$ cat src/rtl/aids_pkg.sv
package aids_pkg;

    // Default geometry of the store
    localparam int DEPTH_DEF     = 64;
    localparam int WORD_BITS_DEF = 32;

    // Index width wide enough for any supported depth and for the 6-bit position field
    localparam int IDXW = 11;

    // Field widths of the stream payloads
    localparam int CMD_W    = 3;
    localparam int POS_W    = 6;
    localparam int VAL_W    = 32;
    localparam int DATA_W   = 32;
    localparam int LEN_W    = 7;
    localparam int STAT_W   = 2;
    localparam int S_TDATA_W = 48;
    localparam int M_TDATA_W = 48;

    // Command codes
    localparam logic [CMD_W-1:0] CMD_CLEAR  = 3'd0;
    localparam logic [CMD_W-1:0] CMD_APPEND = 3'd1;
    localparam logic [CMD_W-1:0] CMD_READ   = 3'd2;
    localparam logic [CMD_W-1:0] CMD_INSERT = 3'd3;
    localparam logic [CMD_W-1:0] CMD_DELETE = 3'd4;
    localparam logic [CMD_W-1:0] CMD_SORT   = 3'd5;

    // Status codes
    localparam logic [STAT_W-1:0] STAT_OK    = 2'd0;
    localparam logic [STAT_W-1:0] STAT_RANGE = 2'd1;
    localparam logic [STAT_W-1:0] STAT_FULL  = 2'd2;
    localparam logic [STAT_W-1:0] STAT_EMPTY = 2'd3;

    // Operation broadcast to every cell of the row
    typedef enum logic [2:0] {
        CELL_HOLD,
        CELL_APPEND,
        CELL_INSERT,
        CELL_DELETE,
        CELL_SORT
    } cell_op_t;

    typedef struct packed {
        cell_op_t        op;
        logic            phase;   // sort pass parity: cells with this index parity lead a pair
        logic [IDXW-1:0] pos;
        logic [IDXW-1:0] count;
    } cell_ctrl_t;

endpackage

$ cat src/rtl/aids_cell.sv
module aids_cell #(
    parameter int IDX       = 0,
    parameter int WORD_BITS = aids_pkg::WORD_BITS_DEF
) (
    input  logic                 clk,
    input  aids_pkg::cell_ctrl_t ctrl,
    input  logic [WORD_BITS-1:0] value,
    input  logic [WORD_BITS-1:0] left,   // word of the cell below
    input  logic [WORD_BITS-1:0] right,  // word of the cell above
    output logic [WORD_BITS-1:0] q
);

    localparam logic [aids_pkg::IDXW-1:0] MY    = aids_pkg::IDXW'(IDX);
    localparam logic [aids_pkg::IDXW-1:0] MY_UP = aids_pkg::IDXW'(IDX + 1);

    logic [WORD_BITS-1:0] q_reg;
    logic [WORD_BITS-1:0] q_next;
    logic                 own_valid;
    logic                 up_valid;
    logic                 lead;

    assign own_valid = (MY < ctrl.count);
    assign up_valid  = (MY_UP < ctrl.count);
    assign lead      = (MY[0] == ctrl.phase);

    // Next word: load, shift from a neighbor, or compare-exchange with the pair partner
    always_comb
    begin
        q_next = q_reg;
        case (ctrl.op)
            aids_pkg::CELL_APPEND:
            begin
                if (MY == ctrl.count)
                    q_next = value;
            end
            aids_pkg::CELL_INSERT:
            begin
                if (MY == ctrl.pos)
                    q_next = value;
                else if (MY > ctrl.pos)
                    q_next = left;
            end
            aids_pkg::CELL_DELETE:
            begin
                if (MY >= ctrl.pos)
                    q_next = right;
            end
            aids_pkg::CELL_SORT:
            begin
                // larger value moves toward index zero
                if (lead)
                begin
                    if (up_valid && ($signed(q_reg) < $signed(right)))
                        q_next = right;
                end
                else
                begin
                    if ((MY != '0) && own_valid && ($signed(left) < $signed(q_reg)))
                        q_next = left;
                end
            end
            default:
            begin
                q_next = q_reg;
            end
        endcase
    end

    always_ff @(posedge clk)
    begin
        q_reg <= q_next;
    end

    assign q = q_reg;

endmodule

$ cat config.mk
export PLATFORM = sky130hd
export DESIGN_NAME = aids_cell
export DESIGN_NICKNAME = d
export VERILOG_FILES = /design/src/rtl/aids_pkg.sv /design/src/rtl/aids_cell.sv
export SDC_FILE = /design/constraint.sdc
export NUM_CORES = 1
export LEC_CHECK = 0
export BUFFER_PORTS_ARGS = -buffer_cell sky130_fd_sc_hd__buf_2
export CELL_PAD_IN_SITES_DETAIL_PLACEMENT = 1
export CELL_PAD_IN_SITES_GLOBAL_PLACEMENT = 1
export CORE_UTILIZATION = 34
export CTS_BUF_LIST = sky130_fd_sc_hd__clkbuf_2
export CTS_CLUSTER_DIAMETER = 60
export CTS_CLUSTER_SIZE = 30
export DETAILED_ROUTE_END_ITERATION = 7
export PLACE_DENSITY_LB_ADDON = 0.1
export SYNTH_ARGS = -nofsm -noshare
export SYNTH_HDL_FRONTEND = slang
export SYNTH_SLANG_ARGS = --single-unit
$ cat constraint.sdc
create_clock -name clk -period 11.2 [get_ports clk]
set_input_delay 1.12 -clock clk [delete_from_list [all_inputs] [get_ports clk]]
set_output_delay 1.12 -clock clk [all_outputs]
set_load 0.02 [all_outputs]
==> results of run 1 <==
==> cell families (layout without fill, tap and decap cells) <==
family          count (synthesis)  after routing
simple gates                   38             38
fa+ha+maj                      31             31
compound gates                 64             64
flops                          32             32
buf+inv                        75            229
==> metrics by stage <==
stage               cells  area, um2  total power (uW)  utilization [%]  hold slack [ns]
floorplan             240       2457             177.6                -            1.310
global placement      483       3294             209.0            47.96            1.057
detailed placement    483       3294             211.3            47.96            1.051
CTS                   490       3329             267.5            48.47           0.9837
global route          490       3329             277.4            48.47           0.9955
finish                490       3329             263.0            48.47            1.012
==> worst paths after layout <==
check                           cells after the start               to
worst max register to register                      8  q[30]$_DFFE_PP_
worst max-delay path                               10  q[30]$_DFFE_PP_
worst min-delay path                                3   q[4]$_DFFE_PP_
worst min register to register                      3  q[26]$_DFFE_PP_
==> cell usage after synthesis, drive strengths merged (3+ instances only) <==
cell	n	area share, %
a211oi	3	0.92
a21oi	15	3.5
a222oi	32	13
buf	9	3.4
edfxtp	32	39
ha	31	16
inv	66	10
nand2	9	1.4
nand3	3	0.61
nand4	7	1.8
nor2	7	1.2
nor4	4	2.2
o21ai	4	0.81
==> layout make-up <==
| type | instances | area, um2 | area share, % |
|---|---|---|---|
| Multi-Input combinational cell | 133 | 1180 | 35.44 |
| Sequential cell | 32 | 960.9 | 28.86 |
| Timing Repair Buffer | 156 | 785.8 | 23.60 |
| Inverter | 66 | 247.7 | 7.441 |
| Tap cell | 96 | 120.1 | 3.608 |
| Clock buffer | 6 | 30.03 | 0.9019 |
| Clock inverter | 1 | 5.005 | 0.1503 |
==> per-layer routing <==
layer	share of wire (%)	global-route usage, %	vias to the layer above	wire length, um
met5	0	0	-	0
met4	0.67	3.939	0	50
met3	7.6	5.213	5	562
met2	47	32.93	103	3498
met1	45	24.73	1169	3314
li1	-	-	1232	-
==> worst max-delay path, delay by kind of cell <==
family,cells,cell delay (ns)
adder cells (fa/ha/maj),1,0.29
AND/OR/NAND/NOR,1,0.09
buffers and inverters,3,0.54
AO/OA/AOI/OAI,5,1.36
==> power by group through the flow <==
stage	logic, uW	clock network [uW]	registers (uW)
2_1_floorplan	35.8	0	142
3_3_place_gp	69.5	0	139
6_report	71.1	55.1	137
4_1_cts	72.1	58.6	137
3_5_place_dp	71.7	0	140
5_1_grt	79.7	60.6	137
==> summary.md, run 1 <==
| Metric | Value |
|---|---|
| Run status | completed |
| Number of port buffers | 154 |
| Number of gates resized after cts | 0 |
| Post-synthesis average cell area | 10.24 um2 |
| Number of nets still failing antenna checks after routing | 0 |
| Antenna fix cells | 0 |
| Max-Slew Margin vs Limit | 19.87% |
| Area enclosed by the die boundary | 7572 um2 |
| H-tree depth | 2 |
| Post-DP HPWL | 6130 um |
| PnR worst setup slack | 7.846 ns |
| Adder-cell share of the synthesized area | ~16% |
| Endpoint arrival time on the critical path | 3.43 ns |
| First-pass DRT Iterations | 6 |
| TritonCTS clock tree | yes |
| Area Overhead vs Synth | 35.49% |
| Final setup vio count | 0 |
| Max VDD drop | 35.94 uV |
| Startpoint of the most critical register-to-register path | q[9]$_DFFE_PP_ |
| Routed vias | 2,509 |
| Cell Int Power | ~180 uW |
| Count of unresolved DRC violations after routing | 0 |
| NetSw | 78.51 uW |
| Xor-xnor portion of the synthesized cell area | 0% |
| Minimum setup slack among reg-to-reg paths | ~8.3 ns |
| Maximum number of buffers from clock root to sink | 2 |
| Global-route usage over all layers | 19.38% |
| First-pass GRT wire length | around 11,000 um |
| Number of placement rows | 30 |
| Placer congestion estimate | 0.7263 |
| Drt wl/cell | 15.15 um |
| Worst min path class | in2reg |
| Post-CTS Setup Inserts | 0 |
| Sw Share | 29.84% |
| Min-Delay Startpoint | value[4] |
| Clock input transition at the sequential cells of the worst setup and hold paths | 0.17 ns |
| Commonest cells after routing, fill and taps aside | sky130_fd_sc_hd__buf_2 (154), sky130_fd_sc_hd__inv_1 (66), sky130_fd_sc_hd__a222oi_1 (32), sky130_fd_sc_hd__edfxtp_1 (32), sky130_fd_sc_hd__ha_1 (31) |
| Leading cell type in the layout, fill and taps excluded | sky130_fd_sc_hd__buf_2 |
| Clock network latency to the later pin of the worst-skew pair | 0.37 ns |
| Mux cell area share after synthesis | 0% |
| Overall die height | 87.02 um |
| Clock network fraction of total power | 21.0% |
| Start point of the critical path | right[9] |
| Logic gate share of total power | 27.0% |
| Final #Nets | ~550 |
| Leftover overflow at the end of global routing | 0 |
| Largest family of logic cells by synthesized area | compound AO/OA/AOI/OAI gates |
| Simple-gate area share of the yosys netlist | 10.08% |
| Number of buffers inserted by hold repair at cts | 0 |
| Cell chain of the critical path | buf_2 -> inv_1 -> ha_1 -> a21o_1 -> nand3_1 -> a21oi_1 -> a2111oi_0 -> a21oi_1 -> o31ai_4 -> buf_4 |
| Hold Violations, Final | 0 |
| Final Skew | 0.006650 ns |
| First DRT Iteration DRCs | 159 |
| Number of enable-type register cells in the synthesized netlist | 32 |
| Slowest Stage Delay on Critical Path | 0.58 ns |
| Syn_nets | 394 |
| Final Max Tran Viols | 0 |
| Max FFs per register | 32 |
| Number of buffers inserted during clock tree synthesis | 5 |
| Post-Synthesis Cell Area | 2457 um2 |
| Fraction of synthesis flops using an asynchronous set or reset pin | 0% |
| Lkg Pwr | 0.001757 uW |
| Final period utilization | 29.95% |
| Clk root buf | sky130_fd_sc_hd__clkbuf_2 |
| Crit-path slowest cell | sky130_fd_sc_hd__o31ai_4 |
| Fraction of final layout cells sized beyond drive strength 1 | 43.65% |
| Final wirelength | 7425 um |
| Die X-Extent | 87.02 um |
| Number of vias per cell | 5.120 |
| Unique masters post-synth | 31 |
| Starting density of the core | 35.77% |
| Most frequent cell on the critical path | sky130_fd_sc_hd__a21oi_1 |
| Antenna violations before repair | 0 |
| Part of the Yosys area used for sequential elements | 39.10% |
| Total of fill cells in the finished design | 847 |
| Setup Crit Path Kind | in2reg |
| Core Box Area | between 6000 and 7000 um2 |
| Crit path capture type | flop |
| Post-synthesis cell count | 240 |
| Pin count of the biggest net entering global routing | 33 |
| Total number of clock tree sinks | 32 |
| Predominant post-synthesis flop cell | sky130_fd_sc_hd__edfxtp_1 |
| Setup repair after global routing missed its margin | false |
| Crit Path Max Fanout | 21 |
| I/O pins | 155 |
| Number of maximum-capacitance constraint violations | 0 |
| Fin crit period | ~3.4 ns |
| Sum of negative setup slack | 0 ns |
| Worst setup slack before clock tree synthesis | 7.396 ns |
| Maximum operating frequency | 298.1 MHz |
| Number of global-route vias before repair | 2,517 |
| Worst Path Required | roughly 11 ns |
| Sequential share of power | between 50% and 60% |
| Element type at the critical path start | primary input |
| Transition time of the tightest slew-check pin | approximately 1.2 ns |
| Power per unit of standard cell area | 79.01 nW/um2 |
| Count of warnings emitted by yosys | 0 |
| Synthesized flop and latch total | 32 |
| Synth Area in Compound Gates | 21.59% |
(Power assumes the default switching activity.)
==> inputs of run 2 (changes only) <==
Settings changed: ABC_AREA from default to 1, CORE_UTILIZATION 34 to 33.
Clock period 11.2 ns to 3.4 ns, I/O delays scaled along.
==> summary.md, run 2 <==
| Metric | Value |
|---|---|
| Run status | completed (unchanged) |
| Pin count of the biggest net entering global routing | 47 (was 33) |
| Number of nets still failing antenna checks after routing | 0 (unchanged) |
| Post-Synthesis Cell Area | 3003 um2 (was 2457 um2) |
| Part of the Yosys area used for sequential elements | 32.00% (was 39.10%) |
| Number of global-route vias before repair | 3,206 (was 2,517) |
| Fin util | 44.29% (was 48.47%) |
| Crit Path Max Fanout | 19 (was 21) |
| Min-Delay Startpoint | value[0] (was value[4]) |
| Number of buffers inserted during clock tree synthesis | 5 (unchanged) |
| Element type at the critical path start | flop (was primary input) |
| Core Box Area | 8763 um2 (was 6869 um2) |
| Predominant post-synthesis flop cell | sky130_fd_sc_hd__edfxtp_1 (unchanged) |
| Post-CTS Setup Inserts | 0 (unchanged) |
| Commonest cells after routing, fill and taps aside | sky130_fd_sc_hd__buf_2 (154), sky130_fd_sc_hd__inv_1 (72), sky130_fd_sc_hd__nand2_1 (67) (was sky130_fd_sc_hd__buf_2 (154), sky130_fd_sc_hd__inv_1 (66), sky130_fd_sc_hd__a222oi_1 (32), sky130_fd_sc_hd__edfxtp_1 (32), sky130_fd_sc_hd__ha_1 (31)) |
| TritonCTS clock tree | yes (unchanged) |
| Fin crit period | 2.392 ns |
| Crit path capture type | flop (unchanged) |
| Final Max Tran Viols | 0 (unchanged) |
| Die X-Extent | 97.39 um (was 87.02 um) |
| Area enclosed by the die boundary | 9485 um2 (was 7572 um2) |
| Synthesized flop and latch total | 32 (unchanged) |
| Overall die height | 97.39 um (was 87.02 um) |
| Number of enable-type register cells in the synthesized netlist | 32 (unchanged) |
| Drt wl/cell | 14.81 um (was 15.15 um) |
| Lkg Pwr | 0.001900 uW (was 0.001757 uW) |
| Mux cell area share after synthesis | 0% (unchanged) |
| First DRT Iteration DRCs | 44 (was 159) |
| Number of vias per cell | 5.013 (was 5.120) |
| Unique masters post-synth | 25 (was 31) |
| Simple-gate area share of the yosys netlist | 14.37% (was 10.08%) |
| I/O pins | 155 (unchanged) |
| Final Skew | 0.01585 ns (was 0.006650 ns) |
| Number of buffers inserted by hold repair at cts | 0 (unchanged) |
| Final setup vio count | 0 (unchanged) |
| Post-synthesis cell count | 340 (was 240) |
| Leading post-synthesis cells by cell area | sky130_fd_sc_hd__edfxtp_1 (32%), sky130_fd_sc_hd__o221ai_2 (15%), sky130_fd_sc_hd__ha_1 (13%) (was sky130_fd_sc_hd__edfxtp_1 (39%), sky130_fd_sc_hd__ha_1 (16%), sky130_fd_sc_hd__a222oi_1 (13%)) |
| Maximum operating frequency | between 400 and 500 MHz |
| First-pass DRT Iterations | 4 (was 6) |
| Count of unresolved DRC violations after routing | 0 (unchanged) |
| Number of gates resized after cts | 0 (unchanged) |
| Power per unit of standard cell area | 284.3 nW/um2 (was 79.01 nW/um2) |
| Minimum setup slack among reg-to-reg paths | 1.01 ns (was 8.27 ns) |
| Number of maximum-capacitance constraint violations | 0 (unchanged) |
| Top cell types by occurrence after synthesis | sky130_fd_sc_hd__inv_1 (72), sky130_fd_sc_hd__nand2_1 (67), sky130_fd_sc_hd__edfxtp_1 (32), sky130_fd_sc_hd__o211ai_1 (32), sky130_fd_sc_hd__ha_1 (31) (was sky130_fd_sc_hd__inv_1 (66), sky130_fd_sc_hd__a222oi_1 (32), sky130_fd_sc_hd__edfxtp_1 (32), sky130_fd_sc_hd__ha_1 (31), sky130_fd_sc_hd__a21oi_1 (14)) |
| Most common cell in the synthesized netlist | sky130_fd_sc_hd__inv_1 (unchanged) |
| Xor-xnor portion of the synthesized cell area | 0% (unchanged) |
| Setup Crit Path Kind | reg2reg (was in2reg) |
| H-tree depth | 2 (unchanged) |
| Hold Violations, Final | 0 (unchanged) |
| Worst min path class | in2reg (unchanged) |
| Max FFs per register | 32 (unchanged) |
| Syn_nets | 494 (was 394) |
| Leading cell type in the layout, fill and taps excluded | sky130_fd_sc_hd__buf_2 (unchanged) |
| Max-Slew Margin vs Limit | 39.79% (was 19.87%) |
| Fraction of final layout cells sized beyond drive strength 1 | 41.96% (was 43.65%) |
| Clock input transition at the sequential cells of the worst setup and hold paths | 0.17 ns (about the same) |
| Global-route usage over all layers | 19.37% (was 19.38%) |
| Post-Layout Cell Count | 599 (was 490) |
| Routed vias | 3,003 (was 2,509) |
| Maximum number of buffers from clock root to sink | 2 (unchanged) |
| Proportion of netlist area held by the largest area contributor | 32.00% (was 39.10%) |
| Startpoint of the most critical register-to-register path | q[5]$_DFFE_PP_ (was q[9]$_DFFE_PP_) |
| Max VDD drop | 91.18 uV (was 35.94 uV) |
| Area leader, netlist | sky130_fd_sc_hd__edfxtp_1 (unchanged) |
| Final period utilization | ~70% |
| Adder-cell share of the synthesized area | 12.92% (was 15.78%) |
| Synth Area in Compound Gates | 27.33% (was 21.59%) |
| Post-synthesis average cell area | 8.832 um2 (was 10.24 um2) |
| Area Overhead vs Synth | 29.25% (was 35.49%) |
| Setup repair after global routing missed its margin | false (unchanged) |
| Placer congestion estimate | 0.7847 (was 0.7263) |
| Antenna violations before repair | 0 (unchanged) |
| Count of warnings emitted by yosys | 0 (unchanged) |
| Transition time of the tightest slew-check pin | 0.9018 ns (was 1.202 ns) |
| Placed cells | 591 (was 483) |
| Endpoint arrival time on the critical path | 2.47 ns (was 3.43 ns) |
| Number of port buffers | 154 (unchanged) |
| First-pass GRT wire length | 14,750 um (was 11,320 um) |
| Number of placement rows | 34 (was 30) |
| Sum of negative setup slack | 0 ns (unchanged) |
| Summed area of non-filler cells in the final layout | 3881 um2 (was 3329 um2) |
| Largest family of logic cells by synthesized area | compound AO/OA/AOI/OAI gates (unchanged) |
| Fraction of synthesis flops using an asynchronous set or reset pin | 0% (unchanged) |
| Clock network latency to the later pin of the worst-skew pair | 0.39 ns (was 0.37 ns) |
| Starting density of the core | 34.27% (was 35.77%) |
| Worst Path Required | 3.48 ns (was 11.27 ns) |
| Final wirelength | 8872 um (was 7425 um) |
| Start point of the critical path | q[5]$_DFFE_PP_ (was right[9]) |
| Cell area after placement | 3842 um2 (was 3294 um2) |
| Leftover overflow at the end of global routing | 0 (unchanged) |
| Clk root buf | sky130_fd_sc_hd__clkbuf_2 (unchanged) |
| Final #Nets | 644 (was 548) |
| Antenna fix cells | 0 (unchanged) |
| Total number of clock tree sinks | 32 (unchanged) |
| Post-DP HPWL | 6903 um (was 6130 um) |
## run 2: cell count changes after synthesis, moves of 4 or more
cell and delta:
sky130_fd_sc_hd__a222oi_1 -32, sky130_fd_sc_hd__buf_2 +6, sky130_fd_sc_hd__inv_1 +6, sky130_fd_sc_hd__inv_2 +4, sky130_fd_sc_hd__nand2_1 +58, sky130_fd_sc_hd__nand4_1 -6
sky130_fd_sc_hd__nor2_1 +7, sky130_fd_sc_hd__o211ai_1 +30, sky130_fd_sc_hd__o221ai_2 +30
## run 2: area by class of cell
type / count / area (um2)
multi-input combinational: 216 / 1653
sequential: 32 / 960.9
clock inverter: 1 / 3.754
inverter: 76 / 285.3
tap: 108 / 135.1
clock buffer: 7 / 35.03
fill: 1131 / 4882
timing repair buffer: 159 / 808.3
## run 2: through the flow
step | total power, uW | worst slack (ns) | hold slack, ns
after CTS | 1123 | 0.9765 | 0.2334
after global placement | 914.8 | 1.011 | 0.6599
after floorplan | 761.9 | 0.5415 | 0.5445
after global routing | 1181 | 0.8048 | 0.2511
after detailed placement | 926.4 | 0.8990 | 0.6611
final | 1104 | 1.008 | 0.2614
## run 2: where the power goes
group | internal, uW | switching (uW) | total, uW
Sequential | 483 | 17.6 | 501
Combinational | 169 | 238 | 408
Clock | 55.1 | 140 | 195
## run 2: logic make-up after synthesis
kind of cell,count (synthesis)
AOI/OAI and AO/OA,86
adders and majority gates,31
buffers and inverters,92
DFF,32
and+or+nand+nor,99
## run 2: per-layer routing
layer | global-route usage [%] | share of wire [%] | vias to the layer above
met5 | 0 | 0 | -
met4 | 4.525 | 0.88 | 0
met3 | 4.604 | 6.1 | 7
met2 | 35.72 | 51 | 98
met1 | 22.40 | 42 | 1394
li1 | - | - | 1504
## run 2: worst paths after layout
check	endpoint	cells past startpoint
setup / recovery	q[14]$_DFFE_PP_	13
hold / removal	q[0]$_DFFE_PP_	3
setup reg to reg	q[14]$_DFFE_PP_	13
hold reg to reg	q[27]$_DFFE_PP_	5
## run 2: worst max-delay path, stage by stage, from the launching register on
cell,delay [ns]
sky130_fd_sc_hd__edfxtp_1,0.44
sky130_fd_sc_hd__ha_1,0.31
sky130_fd_sc_hd__a21oi_1,0.16
sky130_fd_sc_hd__nor2_1,0.06
sky130_fd_sc_hd__nor3_1,0.14
sky130_fd_sc_hd__nand2_1,0.10
sky130_fd_sc_hd__nand2_1,0.06
sky130_fd_sc_hd__nand2_1,0.06
sky130_fd_sc_hd__nand2_1,0.08
sky130_fd_sc_hd__nand2_1,0.06
sky130_fd_sc_hd__nand2_1,0.06
sky130_fd_sc_hd__nand3_1,0.11
sky130_fd_sc_hd__a21oi_4,0.14
sky130_fd_sc_hd__buf_4,0.31
